`config.mk`:
```
export PLATFORM = sky130hd
export DESIGN_NAME = rpv_front
export DESIGN_NICKNAME = d
export VERILOG_FILES = /design/src/assert_macros.svh /design/src/rpv_pkg.sv /design/src/rpv_front.sv
export SDC_FILE = /design/constraint.sdc
export NUM_CORES = 1
export LEC_CHECK = 0
export ABC_CLOCK_PERIOD_IN_PS = 3600
export BUFFER_PORTS_ARGS = -buffer_cell sky130_fd_sc_hd__buf_2
export CAP_MARGIN = 20
export CORE_UTILIZATION = 40
export DETAILED_ROUTE_END_ITERATION = 7
export GPL_ROUTABILITY_DRIVEN = 0
export PLACE_DENSITY = 0.65
export SLEW_MARGIN = 25
export SYNTH_ARGS = -nofsm -noshare
export SYNTH_HDL_FRONTEND = slang
export SYNTH_SLANG_ARGS = --single-unit
```
`constraint.sdc`:
```
create_clock -name vclk -period 3.6
set_input_delay 0.36 -clock vclk [all_inputs]
set_output_delay 0.36 -clock vclk [all_outputs]
set_load 0.01 [all_outputs]
```
`src/assert_macros.svh`:
```
// ----------------------------------------------------------------------------
// assertion macros
// shared checking macros for the polygon vertex unit, empty in synthesis
// ----------------------------------------------------------------------------
`ifndef ASSERT_MACROS_SVH
`define ASSERT_MACROS_SVH
`ifndef SYNTHESIS
// antecedent implies consequent in the same cycle (consequent may carry a delay)
`define RPV_ASSERT_IMP(label, clk, rst_n, ante, cons) \
	label: assert property (@(posedge clk) disable iff (!rst_n) (ante) |-> cons) \
		else $error("assertion failed");
// antecedent implies consequent in the next cycle
`define RPV_ASSERT_NXT(label, clk, rst_n, ante, cons) \
	label: assert property (@(posedge clk) disable iff (!rst_n) (ante) |=> (cons)) \
		else $error("assertion failed");
`else
`define RPV_ASSERT_IMP(label, clk, rst_n, ante, cons)
`define RPV_ASSERT_NXT(label, clk, rst_n, ante, cons)
`endif
`endif

```
`src/rpv_pkg.sv`:
```
// ----------------------------------------------------------------------------
// rpv_pkg
// shared types and constants of the regular polygon vertex unit
// ----------------------------------------------------------------------------
package rpv_pkg;

	// configuration port
	localparam int CFG_IDX_W  = 2;
	localparam int CFG_DATA_W = 16;
	localparam logic [CFG_IDX_W-1:0] REG_CENTER_X    = 2'd0;
	localparam logic [CFG_IDX_W-1:0] REG_CENTER_Y    = 2'd1;
	localparam logic [CFG_IDX_W-1:0] REG_SIDE_COUNT  = 2'd2;
	localparam logic [CFG_IDX_W-1:0] REG_SIDE_LENGTH = 2'd3;

	localparam logic [7:0]  MIN_SIDES   = 8'd3;
	localparam logic [7:0]  HEX_SIDES   = 8'd6;
	localparam logic [7:0]  BASE_K      = 8'd2;
	localparam logic [11:0] MIN_LENGTH  = 12'd1;

	// fixed point
	localparam int TRIG_W = 31;
	localparam logic [31:0] PI_Q30   = 32'd3373259426;
	localparam logic [30:0] Q30_ONE  = 31'h4000_0000;
	localparam logic [29:0] HALF_Q30 = 30'h2000_0000;
	localparam int OUT_R_W = 25;
	localparam logic [OUT_R_W-1:0] RAD_MAX = 25'h1FF_FFFF;
	localparam logic [3:0] SIN_TERMS = 4'd8;
	localparam logic [3:0] COS_TERMS = 4'd9;

	// divider
	localparam int DVD_W = 64;
	localparam int DVS_W = 32;

	// queue between front and back
	localparam int QUEUE_DEPTH = 2;

	typedef struct packed {
		logic signed [15:0] cx;
		logic signed [15:0] cy;
		logic [7:0]         n;
	} cfg_t;

	typedef struct packed {
		logic       err;
		logic [1:0] quad;
		logic [7:0] k;
	} item_t;

	typedef struct packed {
		logic [TRIG_W-1:0] s;
		logic [TRIG_W-1:0] c;
	} trig_t;

	// divisor of the j-th taylor term
	function automatic logic [8:0] taylor_div(input logic cos_ph, input logic [3:0] j);
		logic [8:0] d;
		d = 9'd1;
		if (cos_ph) begin
			case (j)
				4'd1: d = 9'd2;
				4'd2: d = 9'd12;
				4'd3: d = 9'd30;
				4'd4: d = 9'd56;
				4'd5: d = 9'd90;
				4'd6: d = 9'd132;
				4'd7: d = 9'd182;
				4'd8: d = 9'd240;
				4'd9: d = 9'd306;
				default: d = 9'd1;
			endcase
		end else begin
			case (j)
				4'd1: d = 9'd6;
				4'd2: d = 9'd20;
				4'd3: d = 9'd42;
				4'd4: d = 9'd72;
				4'd5: d = 9'd110;
				4'd6: d = 9'd156;
				4'd7: d = 9'd210;
				4'd8: d = 9'd272;
				default: d = 9'd1;
			endcase
		end
		return d;
	endfunction

endpackage

```
`src/rpv_front.sv`:
```
// ----------------------------------------------------------------------------
// rpv_front
// accepts vertex indices, checks the range and reduces to quadrant and step
// ----------------------------------------------------------------------------
module rpv_front import rpv_pkg::*; (
	input  logic       start,
	input  logic [7:0] vertex_index,
	input  cfg_t       cfg,
	input  logic       coef_busy,
	input  logic       queue_full,
	output logic       busy,
	output logic       push,
	output item_t      item
);

	logic [9:0] u;
	logic [9:0] n1;
	logic [9:0] n2;
	logic [9:0] n3;

	// quadrant and remainder of 4*i over n
	always_comb begin
		u  = {vertex_index, 2'b00};
		n1 = 10'(cfg.n);
		n2 = {1'b0, cfg.n, 1'b0};
		n3 = n1 + n2;
		item.err = vertex_index >= cfg.n;
		if (u >= n3) begin
			item.quad = 2'd3;
			item.k    = 8'(u - n3);
		end else if (u >= n2) begin
			item.quad = 2'd2;
			item.k    = 8'(u - n2);
		end else if (u >= n1) begin
			item.quad = 2'd1;
			item.k    = 8'(u - n1);
		end else begin
			item.quad = 2'd0;
			item.k    = u[7:0];
		end
	end

	assign busy = coef_busy || queue_full;
	assign push = start && !busy;

endmodule

```
==> impl_metrics.toml <==
[power]
leakage_nw = 1.03
irDropWorstVdd_mv = 0.0968
power.density_nw_per_um2 = 251

[setup_path]
crit_fanout = 7
worst_setup_path_end_kind = "output pin"
path_class = "in2out"
arrival_ns = 3.17
cp.required_ns = 3.24
crit_path_start_kind = "primary input"

[floorplanning]
coreArea_um2 = 4030
die_area_um2 = 4460
die_w_um = 66.8
fp.dieH_um = 66.8
rows = 23
io_pins = 64
start_util_pct = 41.7

[sta]
setup_tns_ns = 0
setup_viol = 0
clock.fmax_mhz = 283
tightest_slew_ns = 0.489
fin_crit_sh_pct = 98.1
relSlewSlack_pct = 67.1
hold_violations = 0
setup_ws_ns = 0.0684
fin_crit_ns = 3.53
drv_slew = 0
rsz0062_at_grt = "yes"

[synthesis]
synthXorXnorAreaFrac_pct = 10.4
synth.avg_cell_area_um2 = 8.00
yosys.area_share.simple_pct = 21.7
synth_top_family_by_area = "adder cells"
synthesis.area_um2 = 1680
ys_top_cells_by_count = "ha_1 (39), nor2_1 (17), a21oi_1 (15)"
yosysSeqAreaShare_pct = 0
synth_fp_nets = 302
synth_compound_area_share_pct = 26.7
yosys.area_share.adder_pct = 31.4
synth-warning-count = 0
netlist_instances = 210
synth_area_leaders = "ha_1 (29%), xor2_1 (5.7%), xnor2_1 (4.7%), a21oi_1 (4.5%), nor2_1 (3.8%)"
yosysMostFrequentCell = "ha_1"
synth.largest_area_cell = "ha_1"
ys_types = 51
muxShareOfSynthArea_pct = 6.56
synth_top_area_share_pct = 29.1

[final_layout]
seq_cells = 0
fillCellCount = 413
ff_latch_area_um2 = 0
final_core_util_pct = 53.6
nClkBuffers = 0
diodes = 0
area_delta_synth_final_pct = 28.6
multi_input_area_um2 = 1730
finalNetCount = 353
layout-drive-gt1-share_pct = 34.0

[flow_run]
cap_violations = 0

[route]
wl_met3_um = 144
drc = 0
num_vias = 1667
drt-wirelength-per-cell_um = 13.4
met2_wirelength_um = 1940
top_layer = "met4"
drtAntennaViolNets = 0
first_iter_violations = 83
viasPerCell = 5.39
dr.pass1.iters = 4
met1_length_um = 2020
wirelength_um = 4140

[placed_design]
place_hpwl_um = 3460
place_ws_ns = -0.113
numPortBuffers = 32

[worst_hold_path]
hold_class = "in2out"

[global_route]
globalRouteTotalUtil_pct = 18.7
grt_pass1_wl_um = 6620
overflow = 0
grt_max_degree = 10
grt_pass1_vias = 1475
grt_antenna_before_repair = 0

[run_status]
outcome = "complete, no violations"

[clocking]
holdBufCountCts = 0
-- final cells by class --
class | instances | area share, %
inverters | 13 | 2.26
multi-input cells | 196 | 80.1
well taps | 50 | 2.90
repair buffers | 50 | 14.8
-- per-stage QoR --
stage                     hold WS (ns)  power [W]  instances  cell area, um^2
after floorplan                  0.807   0.000347        210             1680
after global placement            1.00   0.000493        306             2010
after detailed placement          1.00   0.000497        306             2010
after CTS                         1.00   0.000507        306             2030
after global routing              1.03   0.000605        309             2160
final                             1.00   0.000542        309             2160
-- where the power goes --
group          internal, W  leakage [nW]  total [W]  switching [W]
clock network            0             0          0              0
registers                0             0          0              0
logic             0.000257          1.03   0.000542       0.000285
total             0.000257          1.03   0.000542       0.000285
-- timing repair --
item / 4_1_cts / 5_1_grt
resized for setup: 7 / 24
pin swaps: 4 / 24
buffers inserted: 0 / 4
endpoints found under the setup margin: 2 / 10
-- worst paths after layout --
kind	from	end	slack, ns	cells past startpoint
max	cfg[1]	item[1]	0.07	18
min	coef_busy	busy	1.00	3
-- layout by cell type, fill, tap and decap left out, drive strengths merged, types with 2 or more instances in the layout --
cell     n
a211oi   4
a21o     7
a21oi   17
a31oi    2
and2     2
buf     50
fa       2
ha      39
inv     13
mux2     5
mux2i    5
nand2   11
nand2b   6
nand3    2
nor2    18
nor2b    5
nor3    14
nor4     2
o211ai   2
o21ai   12
o21bai   3
o31ai    2
or3b     2
xnor2    9
xor2    11
-- worst max-delay path: stages --
cell      delay [ns]
buf_8           0.10
ha_4            0.15
buf_4           0.12
buf_4           0.12
a21o_1          0.15
a21oi_2         0.17
o21ai_2         0.08
nor4_2          0.20
nor3_2          0.09
xnor2_1         0.14
ha_1            0.29
nand2_2         0.08
nor3_4          0.21
a21o_1          0.22
buf_6           0.16
a211oi_2        0.07
a311o_1         0.31
buf_2           0.14
-- cell families after synthesis --
| kind of cell | after synthesis |
|---|---|
| AND/OR/NAND/NOR | 66 |
| AO/OA/AOI/OAI | 59 |
| adder cells (fa/ha/maj) | 41 |
| XOR/XNOR | 20 |
| buffers and inverters | 14 |
| multiplexers | 10 |
-- layer usage --
layer  global-route usage (%)  vias to the layer above
met5                        0                        -
met4                     1.33                        0
met3                     1.03                        4
met2                     32.3                       36
met1                     26.1                      749
li1                         -                      878
Power figures use the tool's default switching activity.
