[src/assert_macros.svh]
// ----------------------------------------------------------------------------
// assertion macros
// shared checking macros for the polygon vertex unit, empty in synthesis
// ----------------------------------------------------------------------------
`ifndef ASSERT_MACROS_SVH
`define ASSERT_MACROS_SVH
`ifndef SYNTHESIS
// antecedent implies consequent in the same cycle (consequent may carry a delay)
`define RPV_ASSERT_IMP(label, clk, rst_n, ante, cons) \
	label: assert property (@(posedge clk) disable iff (!rst_n) (ante) |-> cons) \
		else $error("assertion failed");
// antecedent implies consequent in the next cycle
`define RPV_ASSERT_NXT(label, clk, rst_n, ante, cons) \
	label: assert property (@(posedge clk) disable iff (!rst_n) (ante) |=> (cons)) \
		else $error("assertion failed");
`else
`define RPV_ASSERT_IMP(label, clk, rst_n, ante, cons)
`define RPV_ASSERT_NXT(label, clk, rst_n, ante, cons)
`endif
`endif

[src/rpv_pkg.sv]
// ----------------------------------------------------------------------------
// rpv_pkg
// shared types and constants of the regular polygon vertex unit
// ----------------------------------------------------------------------------
package rpv_pkg;

	// configuration port
	localparam int CFG_IDX_W  = 2;
	localparam int CFG_DATA_W = 16;
	localparam logic [CFG_IDX_W-1:0] REG_CENTER_X    = 2'd0;
	localparam logic [CFG_IDX_W-1:0] REG_CENTER_Y    = 2'd1;
	localparam logic [CFG_IDX_W-1:0] REG_SIDE_COUNT  = 2'd2;
	localparam logic [CFG_IDX_W-1:0] REG_SIDE_LENGTH = 2'd3;

	localparam logic [7:0]  MIN_SIDES   = 8'd3;
	localparam logic [7:0]  HEX_SIDES   = 8'd6;
	localparam logic [7:0]  BASE_K      = 8'd2;
	localparam logic [11:0] MIN_LENGTH  = 12'd1;

	// fixed point
	localparam int TRIG_W = 31;
	localparam logic [31:0] PI_Q30   = 32'd3373259426;
	localparam logic [30:0] Q30_ONE  = 31'h4000_0000;
	localparam logic [29:0] HALF_Q30 = 30'h2000_0000;
	localparam int OUT_R_W = 25;
	localparam logic [OUT_R_W-1:0] RAD_MAX = 25'h1FF_FFFF;
	localparam logic [3:0] SIN_TERMS = 4'd8;
	localparam logic [3:0] COS_TERMS = 4'd9;

	// divider
	localparam int DVD_W = 64;
	localparam int DVS_W = 32;

	// queue between front and back
	localparam int QUEUE_DEPTH = 2;

	typedef struct packed {
		logic signed [15:0] cx;
		logic signed [15:0] cy;
		logic [7:0]         n;
	} cfg_t;

	typedef struct packed {
		logic       err;
		logic [1:0] quad;
		logic [7:0] k;
	} item_t;

	typedef struct packed {
		logic [TRIG_W-1:0] s;
		logic [TRIG_W-1:0] c;
	} trig_t;

	// divisor of the j-th taylor term
	function automatic logic [8:0] taylor_div(input logic cos_ph, input logic [3:0] j);
		logic [8:0] d;
		d = 9'd1;
		if (cos_ph) begin
			case (j)
				4'd1: d = 9'd2;
				4'd2: d = 9'd12;
				4'd3: d = 9'd30;
				4'd4: d = 9'd56;
				4'd5: d = 9'd90;
				4'd6: d = 9'd132;
				4'd7: d = 9'd182;
				4'd8: d = 9'd240;
				4'd9: d = 9'd306;
				default: d = 9'd1;
			endcase
		end else begin
			case (j)
				4'd1: d = 9'd6;
				4'd2: d = 9'd20;
				4'd3: d = 9'd42;
				4'd4: d = 9'd72;
				4'd5: d = 9'd110;
				4'd6: d = 9'd156;
				4'd7: d = 9'd210;
				4'd8: d = 9'd272;
				default: d = 9'd1;
			endcase
		end
		return d;
	endfunction

endpackage

[src/rpv_queue.sv]
// ----------------------------------------------------------------------------
// rpv_queue
// short fifo of classified items between front and back
// ----------------------------------------------------------------------------
`include "assert_macros.svh"

module rpv_queue import rpv_pkg::*; (
	input  logic  clk,
	input  logic  arst_n,
	input  logic  push,
	input  item_t push_item,
	input  logic  pop,
	output item_t head,
	output logic  empty,
	output logic  full
);

	localparam int PW = $clog2(QUEUE_DEPTH);

	item_t         mem_q [QUEUE_DEPTH];
	logic [PW-1:0] wr_q;
	logic [PW-1:0] rd_q;
	logic [PW:0]   cnt_q;
	logic          do_pop;

	assign do_pop = pop && !empty;

	// pointers and fill
	always_ff @(posedge clk or negedge arst_n) begin
		if (!arst_n) begin
			wr_q  <= '0;
			rd_q  <= '0;
			cnt_q <= '0;
		end else begin
			if (push)
				wr_q <= (wr_q == PW'(QUEUE_DEPTH - 1)) ? '0 : wr_q + 1'b1;
			if (do_pop)
				rd_q <= (rd_q == PW'(QUEUE_DEPTH - 1)) ? '0 : rd_q + 1'b1;
			if (push && !do_pop)
				cnt_q <= cnt_q + 1'b1;
			else if (do_pop && !push)
				cnt_q <= cnt_q - 1'b1;
		end
	end

	// storage
	always_ff @(posedge clk) begin
		if (push)
			mem_q[wr_q] <= push_item;
	end

	assign head  = mem_q[rd_q];
	assign empty = (cnt_q == '0);
	assign full  = (cnt_q == (PW+1)'(QUEUE_DEPTH));

	// the front only transfers into a queue with room
	`RPV_ASSERT_IMP(a_no_push_full, clk, arst_n, push, !full)

endmodule

[config.mk]
export PLATFORM = sky130hd
export DESIGN_NAME = rpv_queue
export DESIGN_NICKNAME = d
export VERILOG_FILES = /design/src/rpv_pkg.sv /design/src/rpv_queue.sv
export VERILOG_INCLUDE_DIRS = /design/src /design/src/src
export SDC_FILE = /design/constraint.sdc
export NUM_CORES = 1
export LEC_CHECK = 0
export ABC_AREA = 1
export BUFFER_PORTS_ARGS = -buffer_cell sky130_fd_sc_hd__buf_2
export CORE_MARGIN = 1.5
export CORE_UTILIZATION = 49
export CTS_CLUSTER_SIZE = 25
export DETAILED_ROUTE_END_ITERATION = 16
export MAX_ROUTING_LAYER = met4
export PLACE_DENSITY = 0.76
export SLEW_MARGIN = 15
export SYNTH_ARGS = -nofsm -noshare
export SYNTH_HDL_FRONTEND = slang
export SYNTH_SLANG_ARGS = --single-unit
[constraint.sdc]
create_clock -name clk -period 1.9 [get_ports clk]
set_clock_uncertainty 0.2 [all_clocks]
set_input_delay 0.285 -clock clk [delete_from_list [all_inputs] [get_ports clk]]
set_output_delay 0.285 -clock clk [all_outputs]
set_load 0.02 [all_outputs]
==> metrics.cfg, run 1 <==
[drt]
routed_wl_microns=1778
drtPass1Iterations=4
drt-initial-drc-count=2
vias=727
vias_per_cell=4.660
drt-wirelength-per-cell_microns=11.40
drc=0
ant_nets=0

[setup_path]
arrival_ns=1.28
required_ns=1.41
cp-start-kind=flop
end_kind=output port
rrSetupSlack_ns=0.37
crit_fanout=12
path_class=reg2out

[sta]
relSlewSlack_pct=70.61
setup_viol=0
finalSetupTns_ns=0
tightestPinTransition_ns=0.4404
fin_hold_ws_ns=0.02907
timing.fmax_mhz=567.2
final_max_slew_viol_count=0
fin_crit_sh_pct=92.80
period_needed_ns=1.763
hold_viol=0

[global_routing]
grt_usage_pct=18.05
grt_pass1_wl_microns=3098
grt_pass1_vias=764
grt_max_degree=15
grt-ovfl-total=0
antenna_found_initial=0

[synth]
ys_warn_count=0
ys_ff_latch=26
syn-instance-count=85
synthDistinctLibCells=13
synth-seq-area-share_pct=75.15
syn-num-nets=101
synthesis.area_sq_um=1012
avgSynthCellArea_sq_um=11.91

[power]
combPwrFrac_pct=41.1
p_switching_mw=0.7154
ir_drop_mv=0.7215
power.density_nw_per_um2=1349
clkPwrFrac_pct=12.5
total_leakage_power_nw=0.6189
intPower_mw=1.101
seqPwrFrac_pct=46.3
p_sw_share_pct=39.38

[run]
maxCapViolCount=0

[clock_tree]
cts_made_buffers=3
clk_pin_slew_ns=0.13
ctsLongestPathBuffers=2
clock-sinks=26
tritoncts=done
cts_setup_buffers=0
clockRootBuffer=clkbuf_4
insertion_delay_ns=0.31
ctsHtreeMaxLevel=1

[finish]
layout_commonest_cell=nand2_1
drive_gt1_share_pct=25.58
stdcell_count=156
nFillCells=160
area_growth_pct=33.00
design_area_sq_um=1346
insertedDiodeCount=0
nNetsFinal=146
final_cell_mix=nand2_1, buf_2, edfxtp_1

[place]
place_congestion=0.7507
placedCellCount=139
io_buffers=27
place_area_sq_um=1186
post-dp-hpwl_microns=1226

[worst_hold_path]
hp-class=in2reg

[status]
status=completed

[floorplan]
coreArea_sq_um=1962
ios=28
die_h_microns=48.45
floorplan.initialDensity_pct=51.59
die_w_microns=48.45
rows=16
dieArea_sq_um=2347

-- area by class of cell --
cell class | instances | area (sq um) | share of cell area [%]
clock inverter | 1 | 3.754 | 0.2788
multi-input combinational | 50 | 215.2 | 15.99
timing repair buffer | 42 | 280.3 | 20.82
sequential | 26 | 760.7 | 56.51
clock buffer | 3 | 22.52 | 1.673
inverter | 7 | 30.03 | 2.230
tap | 27 | 33.78 | 2.509
-- synthesized netlist by cell type --
cell type | number | area [sq um]
ha_1 | 1 | 12.51
nor2_1 | 3 | 11.26
o21ai_1 | 1 | 5.000
nand3b_1 | 1 | 7.510
edfxtp_1 | 22 | 660.6
buf_2 | 2 | 10.01
nand2_1 | 40 | 150.1
xor2_1 | 1 | 8.760
dfrtp_1 | 4 | 100.1
nand3_1 | 1 | 5.000
inv_1 | 7 | 26.28
xnor2_1 | 1 | 8.760
nand4_1 | 1 | 6.260
-- registers in the layout, summed over array words and instances, names as in the netlist --
| signal | count |
|---|---|
| cnt_q | 2 |
| wr_q | 1 |
| mem_q | 22 |
| rd_q | 1 |
-- kinds of logic after synthesis --
kind of cell / after synthesis / synth area share [%]
AND/OR/NAND/NOR: 46 / 17.80
XOR/XNOR: 2 / 1.731
adder cells (fa/ha/maj): 1 / 1.236
AO/OA/AOI/OAI: 1 / 0.4940
flip-flops: 26 / 75.15
buffers and inverters: 9 / 3.585
-- per-layer routing --
metal	part of all wire, %	routed length, microns	track usage [%]	vias up
met5	0	0	-	-
met4	1.5	27	8.571	0
met3	3.3	58	3.395	4
met2	57	1016	31.94	19
met1	38	676	19.65	339
li1	-	-	-	365
-- path summary, 6_finish.rpt --
| check | from | depth (start not counted) | end |
|---|---|---|---|
| max | rd_q | 4 | head[8] |
| min | pop | 3 | rd_q |
| max reg2reg | cnt_q[0] | 6 | cnt_q[1] |
| min reg2reg | wr_q | 1 | wr_q |
| max in group asynchronous | arst_n | 2 | rd_q |
| min in group asynchronous | arst_n | 2 | cnt_q[0] |
-- power groups by stage --
stage | clock, mW | combinational (mW) | sequential [mW]
after floorplan | 0 | 0.493 | 0.836
after global placement | 0 | 0.708 | 0.838
after detailed placement | 0 | 0.729 | 0.847
after CTS | 0.227 | 0.751 | 0.834
after global routing | 0.257 | 0.834 | 0.860
final | 0.228 | 0.747 | 0.842
-- critical path, cell delays in order, from the launching register on --
cell        delay (ns)
dfrtp_1           0.41
clkinvlp_4        0.23
nand2_1           0.12
nand2_1           0.06
buf_2             0.15
-- per-stage QoR --
step           power, mW  util [%]  setup slack [ns]
6_report           1.816     68.62            0.1368
5_1_grt            1.951     68.62          -0.01024
4_1_cts            1.813     68.43           0.07555
3_5_place_dp       1.576     60.46            0.3814
3_3_place_gp       1.545     60.46            0.4588
2_1_floorplan      1.329         -            0.4244
-- timing repair --
action                                  4_1_cts  5_1_grt
hold endpoints to repair                     27        0
endpoints found under the setup margin        0       11
hold buffers                                 13        0
gates resized for setup                       0        1
Note: power is estimated with default switching activity, not from simulation.
==> inputs of run 2 (changes only) <==
Settings changed: CORE_UTILIZATION 49 to 45, MAX_ROUTING_LAYER met4 to not set, PLACE_DENSITY 0.76 to 0.7.
==> run 2 against run 1 <==
  * Combinational power down 0.5%
  * Maximum frequency grew 1.0%
  * First-iteration DRC count rose to 7.5 times the previous value
  * Hold slack worse by 0.0074 ns
  * Wire length down 7.6%
  * Setup slack better by 0.017 ns
==> metrics.cfg, run 2 (synthesis results as in run 1) <==
[clock_tree]
clockRootBuffer=clkbuf_4
tritoncts=done
clock-sinks=26
clk_pin_slew_ns=0.12
ctsLongestPathBuffers=2
insertion_delay_ns=0.31
cts_made_buffers=3
ctsHtreeMaxLevel=1

[setup_path]
crit_path_frequent_cell=nand2_1
path_cells=clkinvlp_4, nand2_1, nand2_1, buf_2
cp-start-kind=flop
path_class=reg2out
critPathMaxStageDelay_ns=0.41
required_ns=1.41
end_kind=output port
rrSetupSlack_ns=0.38
arrival_ns=1.26
cp_slowest_cell=dfrtp_1
crit_fanout=12

[power]
p_sw_share_pct=38.92
p_switching_mw=0.7017
seqPwrFrac_pct=46.6
power.density_nw_per_um2=1339
clkPwrFrac_pct=12.2
total_leakage_power_nw=0.6189
combPwrFrac_pct=41.2
intPower_mw=1.101
ir_drop_mv=0.8020

[sta]
fin_ws_ns=0.1542
fin_hold_ws_ns=0.02163
finalSetupTns_ns=0
grt_setup_unrepaired=false
relSlewSlack_pct=71.29
final_max_slew_viol_count=0
fin_crit_sh_pct=91.88
timing.fmax_mhz=572.8
hold_viol=0
period_needed_ns=1.746
tightestPinTransition_ns=0.4302
setup_viol=0

[finish]
largest_register_ffs=22
nNetsFinal=146
multiInputGateArea_sq_um=215.2
final_cell_mix=nand2_1, buf_2, edfxtp_1
nFillCells=171
regArea_sq_um=760.7
layout_commonest_cell=nand2_1
drive_gt1_share_pct=25.58
reg_top3=mem_q: 22 flops, cnt_q: 2 flops
area_growth_pct=33.00
insertedDiodeCount=0
top_register=mem_q

[drt]
routed_wl_microns=1643
drtPass1Iterations=4
vias=705
drt-wirelength-per-cell_microns=10.53
drc=0
drt-initial-drc-count=15
vias_per_cell=4.519
ant_nets=0

[place]
io_buffers=27
post-place-ws_ns=0.4063
place_congestion=0.7873
post-dp-hpwl_microns=1090

[global_routing]
grt_pass1_vias=703
grt_pass1_wl_microns=2787
antenna_found_initial=0
grt_max_degree=15
grt_usage_pct=14.84
grt-ovfl-total=0

[floorplan]
rows=16
floorplan.initialDensity_pct=49.57
die_h_microns=50.43
die_w_microns=50.43
coreArea_sq_um=2042
ios=28
dieArea_sq_um=2543

[run]
maxCapViolCount=0

[worst_hold_path]
hp-class=in2reg

[status]
status=completed

run 2: cell counts in the layout (fill, tap and decap cells not counted):
No cell type changed its count.
run 2: per-layer routing:
layer	track usage [%]	routed length, microns
met3	2.679	93
met5	0	0
met1	17.41	689
met4	6.757	29
met2	26.32	831
run 2: timing repair:
item / CTS / global route
endpoints found under the setup margin: 0 / 2
hold endpoints to repair: 27 / 0
hold buffers: 13 / 0
resized for setup: 0 / 1
setup buffers: 0 / 0
run 2: layout make-up:
type                       instances  share of cell area (%)
sequential                        26                   56.51
timing repair buffer              42                   20.82
multi-input combinational         50                   15.99
tap                               27                   2.509
inverter                           7                   2.230
clock buffer                       3                   1.673
clock inverter                     1                  0.2788
run 2: power groups by stage:
stage          clock, mW  combinational (mW)  sequential [mW]
2_1_floorplan          0               0.493            0.836
3_3_place_gp           0               0.713            0.837
3_5_place_dp           0               0.729            0.845
4_1_cts            0.227               0.751            0.833
5_1_grt            0.242               0.833            0.854
6_report           0.219               0.743            0.840
run 2: worst max-delay path: cells and delay by family (launching register included):
family	cells	cell delay (ns)
AND/OR/NAND/NOR	2	0.17
buffers and inverters	2	0.37
flip-flops	1	0.41
run 2: per-stage QoR:
stage,util [%],cell area (sq um),cells,total power [mW]
2_1_floorplan,-,1012,85,1.329
3_3_place_gp,58.09,1186,139,1.550
3_5_place_dp,58.09,1186,139,1.574
4_1_cts,65.75,1343,156,1.810
5_1_grt,65.93,1346,156,1.929
6_report,65.93,1346,156,1.803
run 2: worst paths after layout:
kind                            end     start  depth (start not counted)
setup / recovery            head[5]      rd_q                          4
hold / removal                 rd_q       pop                          3
setup reg to reg           cnt_q[1]  cnt_q[0]                          6
hold reg to reg                wr_q      wr_q                          1
max in group asynchronous      rd_q    arst_n                          2
min in group asynchronous      wr_q    arst_n                          2
