**config.mk**
```make
export PLATFORM = sky130hd
export DESIGN_NAME = rpv_coef_unit
export DESIGN_NICKNAME = d
export VERILOG_FILES = /design/src/rpv_pkg.sv /design/src/rpv_divider.sv /design/src/rpv_coef_unit.sv
export VERILOG_INCLUDE_DIRS = /design/src /design/src/src
export SDC_FILE = /design/constraint.sdc
export NUM_CORES = 2
export LEC_CHECK = 0
export BUFFER_PORTS_ARGS = -buffer_cell sky130_fd_sc_hd__buf_2
export CORE_MARGIN = 2
export CORE_UTILIZATION = 60
export DETAILED_ROUTE_END_ITERATION = 6
export PLACE_DENSITY = 0.81
export SYNTH_ARGS = -nofsm -noshare
export SYNTH_HDL_FRONTEND = slang
export SYNTH_SLANG_ARGS = --single-unit
```
**constraint.sdc**
```tcl
create_clock -name clk -period 15.2 [get_ports clk]
set_clock_uncertainty 0.15 [all_clocks]
set_input_delay 1.52 -clock clk [delete_from_list [all_inputs] [get_ports clk]]
set_output_delay 1.52 -clock clk [all_outputs]
set_load 0.005 [all_outputs]
```
**src/assert_macros.svh**
```systemverilog
// ----------------------------------------------------------------------------
// assertion macros
// shared checking macros for the polygon vertex unit, empty in synthesis
// ----------------------------------------------------------------------------
`ifndef ASSERT_MACROS_SVH
`define ASSERT_MACROS_SVH
`ifndef SYNTHESIS
// antecedent implies consequent in the same cycle (consequent may carry a delay)
`define RPV_ASSERT_IMP(label, clk, rst_n, ante, cons) \
	label: assert property (@(posedge clk) disable iff (!rst_n) (ante) |-> cons) \
		else $error("assertion failed");
// antecedent implies consequent in the next cycle
`define RPV_ASSERT_NXT(label, clk, rst_n, ante, cons) \
	label: assert property (@(posedge clk) disable iff (!rst_n) (ante) |=> (cons)) \
		else $error("assertion failed");
`else
`define RPV_ASSERT_IMP(label, clk, rst_n, ante, cons)
`define RPV_ASSERT_NXT(label, clk, rst_n, ante, cons)
`endif
`endif

```
**src/rpv_pkg.sv**
```systemverilog
// ----------------------------------------------------------------------------
// rpv_pkg
// shared types and constants of the regular polygon vertex unit
// ----------------------------------------------------------------------------
package rpv_pkg;

	// configuration port
	localparam int CFG_IDX_W  = 2;
	localparam int CFG_DATA_W = 16;
	localparam logic [CFG_IDX_W-1:0] REG_CENTER_X    = 2'd0;
	localparam logic [CFG_IDX_W-1:0] REG_CENTER_Y    = 2'd1;
	localparam logic [CFG_IDX_W-1:0] REG_SIDE_COUNT  = 2'd2;
	localparam logic [CFG_IDX_W-1:0] REG_SIDE_LENGTH = 2'd3;

	localparam logic [7:0]  MIN_SIDES   = 8'd3;
	localparam logic [7:0]  HEX_SIDES   = 8'd6;
	localparam logic [7:0]  BASE_K      = 8'd2;
	localparam logic [11:0] MIN_LENGTH  = 12'd1;

	// fixed point
	localparam int TRIG_W = 31;
	localparam logic [31:0] PI_Q30   = 32'd3373259426;
	localparam logic [30:0] Q30_ONE  = 31'h4000_0000;
	localparam logic [29:0] HALF_Q30 = 30'h2000_0000;
	localparam int OUT_R_W = 25;
	localparam logic [OUT_R_W-1:0] RAD_MAX = 25'h1FF_FFFF;
	localparam logic [3:0] SIN_TERMS = 4'd8;
	localparam logic [3:0] COS_TERMS = 4'd9;

	// divider
	localparam int DVD_W = 64;
	localparam int DVS_W = 32;

	// queue between front and back
	localparam int QUEUE_DEPTH = 2;

	typedef struct packed {
		logic signed [15:0] cx;
		logic signed [15:0] cy;
		logic [7:0]         n;
	} cfg_t;

	typedef struct packed {
		logic       err;
		logic [1:0] quad;
		logic [7:0] k;
	} item_t;

	typedef struct packed {
		logic [TRIG_W-1:0] s;
		logic [TRIG_W-1:0] c;
	} trig_t;

	// divisor of the j-th taylor term
	function automatic logic [8:0] taylor_div(input logic cos_ph, input logic [3:0] j);
		logic [8:0] d;
		d = 9'd1;
		if (cos_ph) begin
			case (j)
				4'd1: d = 9'd2;
				4'd2: d = 9'd12;
				4'd3: d = 9'd30;
				4'd4: d = 9'd56;
				4'd5: d = 9'd90;
				4'd6: d = 9'd132;
				4'd7: d = 9'd182;
				4'd8: d = 9'd240;
				4'd9: d = 9'd306;
				default: d = 9'd1;
			endcase
		end else begin
			case (j)
				4'd1: d = 9'd6;
				4'd2: d = 9'd20;
				4'd3: d = 9'd42;
				4'd4: d = 9'd72;
				4'd5: d = 9'd110;
				4'd6: d = 9'd156;
				4'd7: d = 9'd210;
				4'd8: d = 9'd272;
				default: d = 9'd1;
			endcase
		end
		return d;
	endfunction

endpackage

```
**src/rpv_divider.sv**
```systemverilog
// ----------------------------------------------------------------------------
// rpv_divider
// restoring unsigned divider, one quotient bit per cycle
// ----------------------------------------------------------------------------
module rpv_divider import rpv_pkg::*; (
	input  logic             clk,
	input  logic             arst_n,
	input  logic             start,
	input  logic [DVD_W-1:0] dividend,
	input  logic [DVS_W-1:0] divisor,
	output logic             done,
	output logic [DVD_W-1:0] quotient
);

	localparam int CNT_W = $clog2(DVD_W);

	logic             active_q;
	logic             done_q;
	logic [CNT_W-1:0] cnt_q;
	logic [DVS_W:0]   rem_q;
	logic [DVD_W-1:0] dq_q;
	logic [DVS_W-1:0] dvs_q;
	logic [DVS_W:0]   rem_sh;
	logic             fits;
	logic [DVS_W:0]   rem_nx;

	// one shift and subtract step
	always_comb begin
		rem_sh = {rem_q[DVS_W-1:0], dq_q[DVD_W-1]};
		fits   = rem_sh >= {1'b0, dvs_q};
		rem_nx = fits ? rem_sh - {1'b0, dvs_q} : rem_sh;
	end

	// control
	always_ff @(posedge clk or negedge arst_n) begin
		if (!arst_n) begin
			active_q <= 1'b0;
			done_q   <= 1'b0;
			cnt_q    <= '0;
		end else begin
			done_q <= 1'b0;
			if (start) begin
				active_q <= 1'b1;
				cnt_q    <= '0;
			end else if (active_q) begin
				cnt_q <= cnt_q + 1'b1;
				if (cnt_q == CNT_W'(DVD_W - 1)) begin
					active_q <= 1'b0;
					done_q   <= 1'b1;
				end
			end
		end
	end

	// datapath
	always_ff @(posedge clk) begin
		if (start) begin
			rem_q <= '0;
			dq_q  <= dividend;
			dvs_q <= divisor;
		end else if (active_q) begin
			rem_q <= rem_nx;
			dq_q  <= {dq_q[DVD_W-2:0], fits};
		end
	end

	assign done     = done_q;
	assign quotient = dq_q;

endmodule

```
**src/rpv_coef_unit.sv**
```systemverilog
// ----------------------------------------------------------------------------
// rpv_coef_unit
// configuration registers and the sequencer that builds the trig table,
// circumradius and apothem after reset and after a shape change
// ----------------------------------------------------------------------------
`include "assert_macros.svh"

module rpv_coef_unit import rpv_pkg::*; #(
	parameter int MAX_SIDES = 180,
	parameter int FRAC_BITS = 8,
	parameter int RAD_W     = 27,
	parameter int KW        = 8
) (
	input  logic                  clk,
	input  logic                  arst_n,
	input  logic                  cfg_we,
	input  logic [CFG_IDX_W-1:0]  cfg_index,
	input  logic [CFG_DATA_W-1:0] cfg_data,
	output cfg_t                  cfg,
	output logic                  busy,
	output logic [RAD_W-1:0]      radius,
	output logic [RAD_W-1:0]      apothem_raw,
	output logic                  tbl_we,
	output logic [KW-1:0]         tbl_addr,
	output trig_t                 tbl_data
);

	localparam int MA    = (RAD_W > 32) ? RAD_W : 32;
	localparam int ACC_W = MA + 32;
	localparam int SUM_W = 35;
	localparam int KPI_W = 40;

	typedef enum logic [16:0] {
		ST_IDLE     = 17'h00001,
		ST_ANG_MUL  = 17'h00002,
		ST_ANG_DIV  = 17'h00004,
		ST_ANG_WAIT = 17'h00008,
		ST_SQ_LO    = 17'h00010,
		ST_SQ_HI    = 17'h00020,
		ST_TRM_INIT = 17'h00040,
		ST_TRM_LO   = 17'h00080,
		ST_TRM_HI   = 17'h00100,
		ST_TRM_DIV  = 17'h00200,
		ST_TRM_WAIT = 17'h00400,
		ST_STORE    = 17'h00800,
		ST_RAD_DIV  = 17'h01000,
		ST_RAD_WAIT = 17'h02000,
		ST_APO_LO   = 17'h04000,
		ST_APO_HI   = 17'h08000,
		ST_APO_FIN  = 17'h10000
	} state_t;

	state_t state_q;

	logic signed [15:0] cx_q;
	logic signed [15:0] cy_q;
	logic [7:0]         n_q;
	logic [11:0]        len_q;
	logic               pending_q;
	logic [7:0]         side_v;
	logic [11:0]        len_v;

	logic [7:0]              k_q;
	logic [KPI_W-1:0]        kpi_q;
	logic [TRIG_W-1:0]       x_q;
	logic [31:0]             x2_q;
	logic [31:0]             term_q;
	logic signed [SUM_W-1:0] sum_q;
	logic signed [SUM_W-1:0] sum_nx;
	logic [3:0]              j_q;
	logic                    cos_ph_q;
	logic [TRIG_W-1:0]       sin_q;
	logic [TRIG_W-1:0]       cos_q;
	logic [TRIG_W-1:0]       sb_q;
	logic [TRIG_W-1:0]       cb_q;
	logic [RAD_W-1:0]        radius_q;
	logic [RAD_W-1:0]        apo_q;
	logic [ACC_W-1:0]        acc_q;
	logic                    last_term;

	logic [MA-1:0]      mul_a;
	logic [31:0]        mul_b;
	logic [15:0]        mul_half;
	logic [MA+15:0]     prod;
	logic               mul_lo;
	logic               mul_hi;

	logic               div_start;
	logic [DVD_W-1:0]   div_dvd;
	logic [DVS_W-1:0]   div_dvs;
	logic               div_done;
	logic [DVD_W-1:0]   div_q;

	function automatic logic [TRIG_W-1:0] clamp_unit(input logic signed [SUM_W-1:0] v);
		logic [TRIG_W-1:0] r;
		if (v[SUM_W-1])
			r = '0;
		else if (v > SUM_W'(Q30_ONE))
			r = Q30_ONE;
		else
			r = v[TRIG_W-1:0];
		return r;
	endfunction

	// clamped register values
	always_comb begin
		side_v = cfg_data[7:0];
		if (side_v < MIN_SIDES)
			side_v = MIN_SIDES;
		else if (side_v > 8'(MAX_SIDES))
			side_v = 8'(MAX_SIDES);
		len_v = cfg_data[11:0];
		if (len_v < MIN_LENGTH)
			len_v = MIN_LENGTH;
	end

	// configuration registers, a shape change asks for a rebuild
	always_ff @(posedge clk or negedge arst_n) begin
		if (!arst_n) begin
			cx_q      <= '0;
			cy_q      <= '0;
			n_q       <= MIN_SIDES;
			len_q     <= MIN_LENGTH;
			pending_q <= 1'b1;
		end else begin
			if (state_q == ST_IDLE && pending_q)
				pending_q <= 1'b0;
			if (cfg_we) begin
				unique case (cfg_index)
					REG_CENTER_X:    cx_q <= $signed(cfg_data);
					REG_CENTER_Y:    cy_q <= $signed(cfg_data);
					REG_SIDE_COUNT: begin
						n_q       <= side_v;
						pending_q <= 1'b1;
					end
					REG_SIDE_LENGTH: begin
						len_q     <= len_v;
						pending_q <= 1'b1;
					end
					default: ;
				endcase
			end
		end
	end

	// shared multiplier, two half-word passes
	always_comb begin
		mul_lo = (state_q == ST_SQ_LO) || (state_q == ST_TRM_LO) || (state_q == ST_APO_LO);
		mul_hi = (state_q == ST_SQ_HI) || (state_q == ST_TRM_HI) || (state_q == ST_APO_HI);
		mul_a  = MA'(term_q);
		mul_b  = x2_q;
		if (state_q == ST_SQ_LO || state_q == ST_SQ_HI) begin
			mul_a = MA'(x_q);
			mul_b = 32'(x_q);
		end else if (state_q == ST_APO_LO || state_q == ST_APO_HI) begin
			mul_a = MA'(radius_q);
			mul_b = 32'(cb_q);
		end
		mul_half = mul_hi ? mul_b[31:16] : mul_b[15:0];
		prod     = mul_a * mul_half;
	end

	// divider operands
	always_comb begin
		div_start = (state_q == ST_ANG_DIV) || (state_q == ST_TRM_DIV) ||
			(state_q == ST_RAD_DIV);
		div_dvd = 64'(kpi_q) + 64'(n_q);
		div_dvs = 32'({n_q, 1'b0});
		if (state_q == ST_TRM_DIV) begin
			div_dvd = 64'(acc_q >> 30);
			div_dvs = 32'(taylor_div(cos_ph_q, j_q));
		end else if (state_q == ST_RAD_DIV) begin
			div_dvd = (64'(len_q[11:1]) << (30 + FRAC_BITS)) + 64'(sb_q >> 1);
			div_dvs = 32'(sb_q);
		end
	end

	rpv_divider u_div (
		.clk      (clk),
		.arst_n   (arst_n),
		.start    (div_start),
		.dividend (div_dvd),
		.divisor  (div_dvs),
		.done     (div_done),
		.quotient (div_q)
	);

	// taylor step
	always_comb begin
		sum_nx    = j_q[0] ? sum_q - $signed(SUM_W'(div_q[31:0]))
			: sum_q + $signed(SUM_W'(div_q[31:0]));
		last_term = cos_ph_q ? (j_q == COS_TERMS) : (j_q == SIN_TERMS);
	end

	// sequencer state
	always_ff @(posedge clk or negedge arst_n) begin
		if (!arst_n) begin
			state_q <= ST_IDLE;
		end else begin
			unique case (state_q)
				ST_IDLE:     if (pending_q) state_q <= ST_ANG_MUL;
				ST_ANG_MUL:  state_q <= ST_ANG_DIV;
				ST_ANG_DIV:  state_q <= ST_ANG_WAIT;
				ST_ANG_WAIT: if (div_done) state_q <= ST_SQ_LO;
				ST_SQ_LO:    state_q <= ST_SQ_HI;
				ST_SQ_HI:    state_q <= ST_TRM_INIT;
				ST_TRM_INIT: state_q <= ST_TRM_LO;
				ST_TRM_LO:   state_q <= ST_TRM_HI;
				ST_TRM_HI:   state_q <= ST_TRM_DIV;
				ST_TRM_DIV:  state_q <= ST_TRM_WAIT;
				ST_TRM_WAIT: begin
					if (div_done)
						state_q <= (last_term && cos_ph_q) ? ST_STORE : ST_TRM_LO;
				end
				ST_STORE:    state_q <= (k_q >= n_q - 8'd1) ? ST_RAD_DIV : ST_ANG_MUL;
				ST_RAD_DIV:  state_q <= ST_RAD_WAIT;
				ST_RAD_WAIT: if (div_done) state_q <= ST_APO_LO;
				ST_APO_LO:   state_q <= ST_APO_HI;
				ST_APO_HI:   state_q <= ST_APO_FIN;
				ST_APO_FIN:  state_q <= ST_IDLE;
				default:     state_q <= ST_IDLE;
			endcase
		end
	end

	// sequencer datapath
	always_ff @(posedge clk) begin
		if (mul_lo)
			acc_q <= ACC_W'(prod);
		else if (mul_hi)
			acc_q <= acc_q + (ACC_W'(prod) << 16);

		case (state_q)
			ST_IDLE:    k_q <= '0;
			ST_ANG_MUL: kpi_q <= KPI_W'(k_q) * KPI_W'(PI_Q30);
			ST_ANG_WAIT: if (div_done) x_q <= div_q[TRIG_W-1:0];
			ST_TRM_INIT: begin
				x2_q     <= 32'(acc_q >> 30);
				term_q   <= 32'(x_q);
				sum_q    <= SUM_W'(x_q);
				j_q      <= 4'd1;
				cos_ph_q <= 1'b0;
			end
			ST_TRM_WAIT: begin
				if (div_done) begin
					if (last_term && !cos_ph_q) begin
						sin_q    <= clamp_unit(sum_nx);
						cos_ph_q <= 1'b1;
						term_q   <= 32'(Q30_ONE);
						sum_q    <= SUM_W'(Q30_ONE);
						j_q      <= 4'd1;
					end else if (last_term) begin
						cos_q <= clamp_unit(sum_nx);
					end else begin
						term_q <= div_q[31:0];
						sum_q  <= sum_nx;
						j_q    <= j_q + 4'd1;
					end
				end
			end
			ST_STORE: begin
				if (k_q == BASE_K) begin
					sb_q <= sin_q;
					cb_q <= cos_q;
				end
				k_q <= k_q + 8'd1;
			end
			ST_RAD_WAIT: if (div_done) radius_q <= div_q[RAD_W-1:0];
			ST_APO_FIN:  apo_q <= RAD_W'((acc_q + ACC_W'(HALF_Q30)) >> 30);
			default: ;
		endcase
	end

	assign tbl_we      = (state_q == ST_STORE);
	assign tbl_addr    = k_q[KW-1:0];
	assign tbl_data    = '{s: sin_q, c: cos_q};
	assign busy        = pending_q || (state_q != ST_IDLE);
	assign radius      = radius_q;
	assign apothem_raw = apo_q;
	assign cfg         = '{cx: cx_q, cy: cy_q, n: n_q};

	// divider results only arrive while the sequencer waits for them
	`RPV_ASSERT_IMP(a_div_done_waiting, clk, arst_n, div_done,
		(state_q == ST_ANG_WAIT || state_q == ST_TRM_WAIT || state_q == ST_RAD_WAIT))
	// a table write always leads on to the next angle or the radius
	`RPV_ASSERT_NXT(a_store_next, clk, arst_n, state_q == ST_STORE,
		(state_q == ST_ANG_MUL || state_q == ST_RAD_DIV))

endmodule

```
==> impl_metrics.ini <==
[worst_hold_path]
hp-start = sin_q[28]
worstHoldPathType = reg -> reg
min_delay_worst_endpoint = sb_q[28]
hold_path_depth = 0

[synth]
syn-num-nets = 6217
yosysUniqueCellTypes = 93
synthFlopType = edfxtp_1
synth.avg_cell_area_sq_um = 9.83
postSynthCellCount = 5366
synthArstFlopShare_pct = 12.2
yosysWarnings = 0
synth_seq_area_share_pct = 33.9
syn_area_sq_mm = 0.0528
ys_ff_latch = 630
synth_edf_count = 487

[layout]
n_fill_cell = 6659
fin_util_pct = 65.8
area_growth_pct = 8.49
layout.nets = 6344
drive_above_1_share_pct = 8.97
finalInstanceArea_sq_mm = 0.0572

[grt]
grt_max_degree = 78
grt_first_pass_wirelength_mm = 248
antenna_found_initial = 0
grt_pass1_vias = 41551
grt_overflow = 0
grtUsageTotal_pct = 36.3

[floorplanning]
rows = 108
io_pins = 187
die_h_um = 301
dieArea_sq_mm = 0.0903
start_util_pct = 60.6
die_w_um = 301
coreArea_sq_mm = 0.0870

[routing]
drtAntennaViolNets = 0
top_layer_used = met4
routed-wl-met3_mm = 20.2
drtPass1Iterations = 6
via_count = 41939
avgViaCountPerCell = 6.25
drt_iter0_drc = 4704
met1_length_mm = 60.5
routedWlPerCell_um = 24.2
routed_wl_mm = 163
wl_met2_mm = 71.1
drc_errors = 0

[timing]
relSlewSlack_pct = 22.4
timing.fmax_ghz = 0.0718
hold_ws_ps = 292
rsz0062_at_grt = false
finalCritPeriodShare_pct = 91.6
hold_viol = 0
setup-tns-final_ps = 0
worst_slew_pin_slew_ps = 1160
final_max_slew_viol_count = 0
worst_slack_ps = 1280
min_period_ps = 13920
setup-violations-final = 0

[clocking]
clock-sinks = 630
cts_hold_buf = 0
clk_latency_ps = 660
cts_tree = yes
cts_buffers = 70
clkSlewWorstSetupHoldPaths_ps = 60
clock_path_buffers = 3
cts-root-buf = clkbuf_16
cts_setup_buffers = 0
htree_levels = 3
cts_resized = 0

[job]
drv_cap = 0

[worst_setup_path]
crit_type = reg -> reg
cp-start-kind = flop
cpMaxStageDelayCell = a2111oi_0
worst-path-max-fanout = 34
worstPathRequired_ps = 15570
r2r_end = acc_q[62]
worst_r2r_startpoint = state_q[1]
rrSetupSlack_ps = 1280
cpMostUsedCell = fa_1
worstPathArrival_ps = 14290
cp_slowest_stage_delay_ps = 1010
reg2regPathDepth = 40
crit_path_end_kind = flop

[power_and_ir_drop]
ir_drop_mv = 0.462
powerDensity_mw_per_mm2 = 194
total_leakage_power_nw = 25.7

[placed_design]
dp_slack_ps = 1600
postPlaceCellArea_sq_mm = 0.0549
gp_congestion = 1.00
hpwl_mm = 123
port_buffers = 186

[status]
status = finished clean
## placed cells by master, fill, tap and decap left out, types with 14 or more instances in the layout
| master | instances |
|---|---|
| mux2_2 | 73 |
| dfxtp_1 | 66 |
| inv_1 | 685 |
| fa_1 | 471 |
| nor3_1 | 43 |
| nand3_1 | 97 |
| o21bai_1 | 29 |
| nor2b_1 | 25 |
| ha_1 | 359 |
| a21o_1 | 113 |
| xor2_1 | 98 |
| o21ai_0 | 225 |
| buf_2 | 185 |
| o31ai_1 | 15 |
| a221oi_1 | 19 |
| and2_1 | 104 |
| or3_1 | 16 |
| a31oi_1 | 42 |
| mux2i_1 | 61 |
| o21a_1 | 29 |
| nand4_1 | 35 |
| o211ai_1 | 19 |
| and3_1 | 69 |
| a211oi_1 | 36 |
| dfrtp_1 | 72 |
| a22o_1 | 21 |
| buf_4 | 70 |
| xnor2_1 | 172 |
| nor2_1 | 405 |
| clkbuf_16 | 72 |
| a21oi_1 | 293 |
| nand2b_1 | 34 |
| clkbuf_1 | 20 |
| edfxtp_1 | 487 |
| nand2_1 | 707 |
| nor4_1 | 14 |
## Yosys cell counts, drive strengths merged, types with 29 or more instances
cell    instances  area, sq um
nand2         709         2660
inv           686         2570
edfxtp        487        14600
fa            471         9430
nor2          409         1540
ha            359         4490
a21oi         297         1490
o21ai         229         1150
xnor2         172         1510
clkbuf        130          488
a21o          113          848
and2          105          657
xor2           98          858
nand3          97          485
mux2           76          867
dfrtp          73         1830
buf            70          382
mux2i          70          770
and3           69          432
dfxtp          66         1320
nor3           44          225
a31oi          42          263
a211oi         36          270
nand4          35          219
nand2b         34          213
o21a           29          218
o21bai         29          218
## power breakdown
part	internal, mW	switching [mW]
Sequential	2.50	0.379
Combinational	2.56	3.87
Clock	1.03	0.753
## worst max path at each step
stage	startpoint	end	slack, ps	depth (start not counted)
after floorplan	state_q[1]	acc_q[63]	4110	45
after global placement	state_q[1]	acc_q[62]	1880	40
after detailed placement	state_q[1]	acc_q[62]	1600	40
after CTS	state_q[1]	acc_q[62]	1510	40
after global routing	state_q[1]	acc_q[62]	700	40
final	state_q[1]	acc_q[62]	1280	40
## worst max-delay path: cells and delay by family (launching register included)
| family | cells | cell delay, ps |
|---|---|---|
| AO/OA/AOI/OAI | 15 | 5100 |
| XOR/XNOR | 2 | 390 |
| adder cells (fa/ha/maj) | 8 | 3690 |
| buffers and inverters | 4 | 520 |
| flip-flops | 1 | 420 |
| multiplexers | 3 | 1150 |
| AND/OR/NAND/NOR | 8 | 2370 |
## cell type report
cell class              instances  area [sq um]  share of cell area [%]
diodes                          2          5.00                 0.00874
clock inverters                35           460                   0.804
repair buffers                255          1450                    2.54
inverters                     687          2580                    4.50
clock buffers                  93          1890                    3.30
well taps                    1155          1450                    2.52
multi-input cells            3849         31500                    55.1
flip-flops and latches        630         17900                    31.2
## cell families after synthesis
group                    Yosys count  share of synthesized area (%)
buffers and inverters            887                           6.53
AO/OA/AOI/OAI                    966                           11.5
flip-flops                       630                           33.9
XOR/XNOR                         270                           4.48
multiplexers                     146                           3.10
adder cells (fa/ha/maj)          830                           26.4
AND/OR/NAND/NOR                 1637                           14.1
## metal layers
layer,up-vias,GRT usage (%)
met5,-,0
met4,0,19.7
li1,18391,-
met2,2605,54.6
met3,550,9.83
met1,20393,48.2
## flip-flops by register name, summed over array words and instances, names as in the netlist, 31 cells and up, named ones only
| signal | count |
|---|---|
| term_q | 32 |
| cos_q | 31 |
| sb_q | 31 |
| kpi_q | 39 |
| u_div.rem_q | 32 |
| acc_q | 48 |
| cb_q | 31 |
| u_div.dvs_q | 31 |
| sum_q | 35 |
| x_q | 31 |
| sin_q | 31 |
| u_div.quotient | 64 |
| x2_q | 32 |
## through the flow
stage / std cells / total power, mW
2_1_floorplan: 5366 / 7.29
3_3_place_gp: 6576 / 8.94
3_5_place_dp: 6576 / 9.14
4_1_cts: 6704 / 11.0
5_1_grt: 6704 / 11.8
6_report: 6706 / 11.1
Note: power is estimated with default switching activity, not from simulation.
